==> config.mk <==
export PLATFORM = sky130hd
export DESIGN_NAME = sbbt_div
export DESIGN_NICKNAME = d
export VERILOG_FILES = /design/src/design/sbbt_pkg.sv /design/src/design/sbbt_div.sv
export SDC_FILE = /design/constraint.sdc
export NUM_CORES = 1
export LEC_CHECK = 0
export BUFFER_PORTS_ARGS = -buffer_cell sky130_fd_sc_hd__buf_2
export CAP_MARGIN = 25
export CORE_MARGIN = 2
export CORE_UTILIZATION = 30
export CTS_CLUSTER_DIAMETER = 100
export DETAILED_ROUTE_END_ITERATION = 10
export HOLD_SLACK_MARGIN = 0.06
export PLACE_DENSITY = 0.52
export SYNTH_ARGS = -nofsm -noshare
export SYNTH_HDL_FRONTEND = slang
export SYNTH_SLANG_ARGS = --single-unit
==> constraint.sdc <==
create_clock -name aclk -period 3.6 [get_ports aclk]
set_input_delay 1.08 -clock aclk [delete_from_list [all_inputs] [get_ports aclk]]
set_output_delay 1.08 -clock aclk [all_outputs]
set_load 0.005 [all_outputs]
==> src/design/sbbt_pkg.sv <==
// ---------------------------------------------------------------------------
// sbbt_pkg: shared types and constants of the swept box trace
// Register indexes, widths and the divider request struct.
// ---------------------------------------------------------------------------
package sbbt_pkg;

    localparam int MAX_BRUSHES = 64;
    localparam int SLOT_W      = $clog2(MAX_BRUSHES);
    localparam int CNT_W       = SLOT_W + 1;
    localparam int COORD_W     = 32;
    localparam int OFS_W       = 21;
    // plane and distance values: 32-bit coordinate minus 21-bit offset, then difference
    localparam int DIST_W      = 35;
    localparam int FRAC_W      = 17;
    localparam logic [FRAC_W-1:0] FRAC_ONE = 17'd65536;

    localparam logic [2:0] REG_MIN_X = 3'd0;
    localparam logic [2:0] REG_MIN_Y = 3'd1;
    localparam logic [2:0] REG_MIN_Z = 3'd2;
    localparam logic [2:0] REG_MAX_X = 3'd3;
    localparam logic [2:0] REG_MAX_Y = 3'd4;
    localparam logic [2:0] REG_MAX_Z = 3'd5;
    localparam logic [2:0] REG_SOLID = 3'd6;
    localparam logic [2:0] REG_COUNT = 3'd7;

    localparam logic MODE_LOAD  = 1'b0;
    localparam logic MODE_TRACE = 1'b1;

    // divider request and answer
    typedef struct packed {
        logic                start;
        logic [DIST_W-1:0]   num;
        logic [DIST_W-1:0]   den;
    } div_req_t;

    typedef struct packed {
        logic                done;
        logic [FRAC_W-1:0]   quot;
    } div_rsp_t;

endpackage

==> src/design/sbbt_div.sv <==
// ---------------------------------------------------------------------------
// sbbt_div: restoring fraction divider
// floor(num*65536/den) saturated to 65536, one quotient bit per cycle.
// ---------------------------------------------------------------------------
module sbbt_div
    import sbbt_pkg::*;
(
    input  logic     aclk,
    input  logic     aresetn,
    input  div_req_t req,
    output div_rsp_t rsp
);
    localparam int QB = FRAC_W + 1;
    localparam int CW = $clog2(QB + 1);

    logic [DIST_W:0]   rem_reg, rem_next;
    logic [DIST_W-1:0] den_reg;
    logic [QB-1:0]     q_reg, q_next;
    logic [CW-1:0]     cnt_reg;
    logic              busy_reg, done_reg;
    logic [DIST_W+1:0] trial;

    // quotient bits 16..0 from numerator shifted 16: integer bit then 16 fraction bits
    always_comb begin
        trial    = {rem_reg, 1'b0} - {2'b00, den_reg};
        rem_next = {rem_reg[DIST_W-1:0], 1'b0};
        q_next   = {q_reg[QB-2:0], 1'b0};
        if (!trial[DIST_W+1]) begin
            rem_next = trial[DIST_W:0];
            q_next[0] = 1'b1;
        end
    end

    always_ff @(posedge aclk) begin
        if (!aresetn) begin
            busy_reg <= 1'b0;
            done_reg <= 1'b0;
            cnt_reg  <= '0;
        end else begin
            done_reg <= 1'b0;
            if (req.start) begin
                busy_reg <= 1'b1;
                cnt_reg  <= CW'(FRAC_W - 1);
                den_reg  <= req.den;
                // first step: integer quotient bit, set whenever num >= den
                if (req.num >= req.den) begin
                    rem_reg <= {1'b0, req.num - req.den};
                    q_reg   <= QB'(1);
                end else begin
                    rem_reg <= {1'b0, req.num};
                    q_reg   <= '0;
                end
            end else if (busy_reg) begin
                rem_reg <= rem_next;
                q_reg   <= q_next;
                cnt_reg <= cnt_reg - 1'b1;
                if (cnt_reg == CW'(1)) begin
                    busy_reg <= 1'b0;
                    done_reg <= 1'b1;
                end
            end
        end
    end

    // integer bit set means the quotient reached one: saturate
    always_comb begin
        rsp.done = done_reg;
        rsp.quot = (q_reg[QB-1:FRAC_W-1] != '0 && q_reg[QB-1]) ? FRAC_ONE :
                   ((q_reg[FRAC_W-1:0] > FRAC_ONE) ? FRAC_ONE : q_reg[FRAC_W-1:0]);
    end

endmodule

==> run_results.csv <==
group,metric,value,unit
critical_path,cp_cell_sequence,"buf_2 > inv_2 > ha_4 > nor2b_2 > o2111a_1 > o21ai_2 > a21oi_2 > a311o_1 > a31oi_2 > o311a_4 > buf_6 > o31a_1 > mux2i_1",
synth,synth.area.top_cells,"edfxtp_1 32%, ha_1 11%, mux2i_1 7.8%",
synth,ys_ff_latch,96,
synth,synthAdderAreaFrac,11.1,%
cts,cts_buffers,9,
pwr,peakVddDrop,188,uV
critical_path,r2r_end,"rem_reg[10]$_DFFE_PP_",
placement,dp_cells,1479,
final_layout,register_area,2810,sq um
critical_path,worstPathArrival,3.60,ns
cts,clkSinkCount,96,
global_route,overflow,0,
detailed_routing,first_iter_violations,575,
cts,cts_buffer_depth,2,
synth,synthMuxAreaShare,8.40,%
cts,clk_pin_slew,0.07,ns
final_layout,insertedDiodeCount,0,
synth,synth_fp_nets,1073,
timing,slew_viol_final,0,
synth,synth_ff_type,"edfxtp_1",
final_layout,final_core_util,39.5,%
hold_path,min_from,"cnt_reg[1]$_SDFFE_PP0P_",
critical_path,criticalPathCategory,"input pin to register",
global_route,grt_max_degree,45,
global_route,antenna_found_initial,0,
critical_path,critPathLaunchType,"input pin",
synth,netlist.area_leader.share,31.9,%
synth,synth-compound-area-share,18.8,%
timing,max_slew_margin,61.4,%
synth,synthXorXnorAreaFrac,6.59,%
hold_path,holdPathStages,2,
global_route,grt_first_pass_wirelength,38000,microns
final_layout,final-instance-count-excl-fill,1520,
timing,max_freq,0.285,GHz
cts,clk-insertion-delay-late,0.36,ns
timing,rsz0062_at_grt,"yes",
synth,yosys_warnings,0,
timing,fin_setup_tns,0,ns
critical_path,critPathMaxFanout,7,
floorplan,start_util,30.3,%
synth,synth_largest_area_cell,"edfxtp_1",
detailed_routing,ant_nets,0,
synth,synth_top_family_by_area,"compound AO/OA/AOI/OAI gates",
timing,hold_violations,0,
cts,cts_tree,"done",
detailed_routing,drt_wl_total,24000,microns
timing,fin_crit_sh,97.4,%
run_status,status,"complete, no violations",
timing,fin_skew,0.0122,ns
synth,synth.cell_area,8370,sq um
placement,gp_congestion,0.891,
synth,ys_seq_area_share,33.6,%
placement,place_hpwl,18300,microns
synth,synthSimpleGateAreaFrac,15.1,%
flow_run,max-cap-violations,0,
cts,cts_root_buffer,"clkbuf_16",
synth,synthArstFlopShare,0,%
timing,tightest_slew,0.579,ns
placement,io_buffers,90,
floorplan,pin_count,91,
detailed_routing,drc,0,
pwr,p_per_area,434,nW/um^2
pwr,p_leak,4.86,nW
critical_path,r2r-start,"rem_reg[4]$_DFFE_PP_",
critical_path,rrSetupSlack,0.17,ns
detailed_routing,routed_via_density,4.83,
cts,postCtsHoldBufs,0,
final_layout,multi_input_area,5300,sq um
detailed_routing,num_vias,7348,
synth,netlist_instances,927,
cts,htreeDepth,3,
critical_path,critPathSlowestCell,"o311a_4",
hold_path,min_path_type,"register to register",
synth,ys_types,63,
detailed_routing,drtPass1Iterations,5,
critical_path,crit_required,3.69,ns
final_layout,drive_above_1_share,27.2,%
global_route,grt_pass1_vias,7163,
final_layout,area_growth,30.2,%
final_layout,fillers,2863,
timing,holdWs,0.508,ns
critical_path,crit_path_end_kind,"register",
hold_path,holdPathEnd,"cnt_reg[1]$_SDFFE_PP0P_",
timing,min_period,3.51,ns
floorplan,die-area,29300,sq um
global_route,grt_usage,16.6,%
final_layout,layout.nets,1283,
timing,setup_violations,0,
floorplan,die_w,171,microns
floorplan,num_rows,61,
synth,avgSynthCellArea,9.03,sq um
critical_path,slowest_delay,0.33,ns
critical_path,reg2regPathDepth,14,
floorplan,die_height,171,microns
floorplan,core-area,27600,sq um
final_layout,largest_reg_flops,36,
synth,synth-edff-count,89,
detailed_routing,drt-wirelength-per-cell,15.8,microns
-- per-stage QoR --
stage                     worst slack, ns  total power, mW  cell area, sq um
after floorplan                   0.00381             2.86              8370
after global placement             -0.432             3.46             10100
after detailed placement           -0.459             3.47             10100
after CTS                         -0.0164             4.57             10600
after global routing              -0.0107             5.05             10900
final                              0.0926             4.73             10900
-- cell type report --
cell class / instances / share of cell area (%)
timing repair buffer: 235 / 15.5
clock inverter: 7 / 0.711
inverter: 88 / 3.03
tap: 378 / 4.34
clock buffer: 9 / 2.07
sequential: 96 / 25.8
multi-input combinational: 707 / 48.6
-- cells in the final DEF (no fill, tap or decap), types with 7 or more instances in the layout --
cell       synthesis  final
a21o_1            21     21
a21oi_1           88     81
a31oi_1           10      8
and2_1            22     22
and3_1            12     12
buf_12             0      7
buf_2              8     89
buf_4              4    135
clkbuf_16          0     12
dfxtp_1            7      7
edfxtp_1          89     89
ha_1              71     63
ha_4               0      7
inv_1             87     82
mux2i_1           65     57
nand2_1           63     59
nand2b_1          10     10
nand3_1           17     17
nand4_1           12     12
nor2_1            57     55
nor2b_1           29     28
nor3_1            13     13
nor4_1             8      8
o211ai_1          12     12
o21a_1            12     11
o21ai_0           31     29
o21ai_1           17     16
o21bai_1          12     12
xnor2_1           37     36
xor2_1            26     26
-- power by group --
part | total [mW] | switching [mW] | internal, mW
logic | 2.27 | 1.16 | 1.11
clock network | 1.02 | 0.469 | 0.547
registers | 1.44 | 0.0625 | 1.38
total | 4.73 | 1.69 | 3.04
-- how the worst max path moves through the flow --
| stage | endpoint | from | slack [ns] |
|---|---|---|---|
| 2_1_floorplan | rem_reg[19]$_DFFE_PP_ | req[8] | 0.004 |
| 3_3_place_gp | rem_reg[34]$_DFFE_PP_ | req[8] | -0.43 |
| 3_5_place_dp | rem_reg[5]$_DFFE_PP_ | req[8] | -0.46 |
| 4_1_cts | rem_reg[11]$_DFFE_PP_ | req[1] | -0.02 |
| 5_1_grt | rem_reg[34]$_DFFE_PP_ | req[4] | -0.01 |
| 6_report | rem_reg[25]$_DFFE_PP_ | req[1] | 0.09 |
-- routing by layer --
layer / routed length [microns] / vias up / track usage (%)
met2: 10400 / 129 / 25.6
met3: 691 / 21 / 2.13
met1: 12400 / 3427 / 24.2
met4: 461 / 0 / 4.64
li1: - / 3771 / -
met5: 0 / - / 0
-- Yosys cell counts, drive strengths merged, types with 21 or more instances --
cell and n:
nand2 63, and2 22, xnor2 37, mux2i 65, o21ai 48, a21o 21
nor2 57, xor2 26, ha 71, edfxtp 89, nor2b 29, inv 88
a21oi 89
-- cell families (layout without fill, tap and decap cells) --
family	Yosys count	count (layout)
adder cells (fa/ha/maj)	73	73
buffers and inverters	124	339
multiplexers	69	69
flip-flops	96	96
AND/OR/NAND/NOR	253	253
AO/OA/AOI/OAI	249	249
XOR/XNOR	63	63
-- worst max-delay path: cells and delay by family --
kind	cells	cell delay, ns
AO/OA/AOI/OAI	7	1.68
buffers and inverters	3	0.37
adder cells (fa/ha/maj)	1	0.21
AND/OR/NAND/NOR	1	0.15
multiplexers	1	0.11
-- timing repair --
action,4_1_cts,5_1_grt
cloned,2,3
pin swaps,14,21
buffers inserted,5,18
endpoints found under the setup margin,22,35
resized for setup,23,35
No activity file was read; power rests on OpenSTA's default activity.
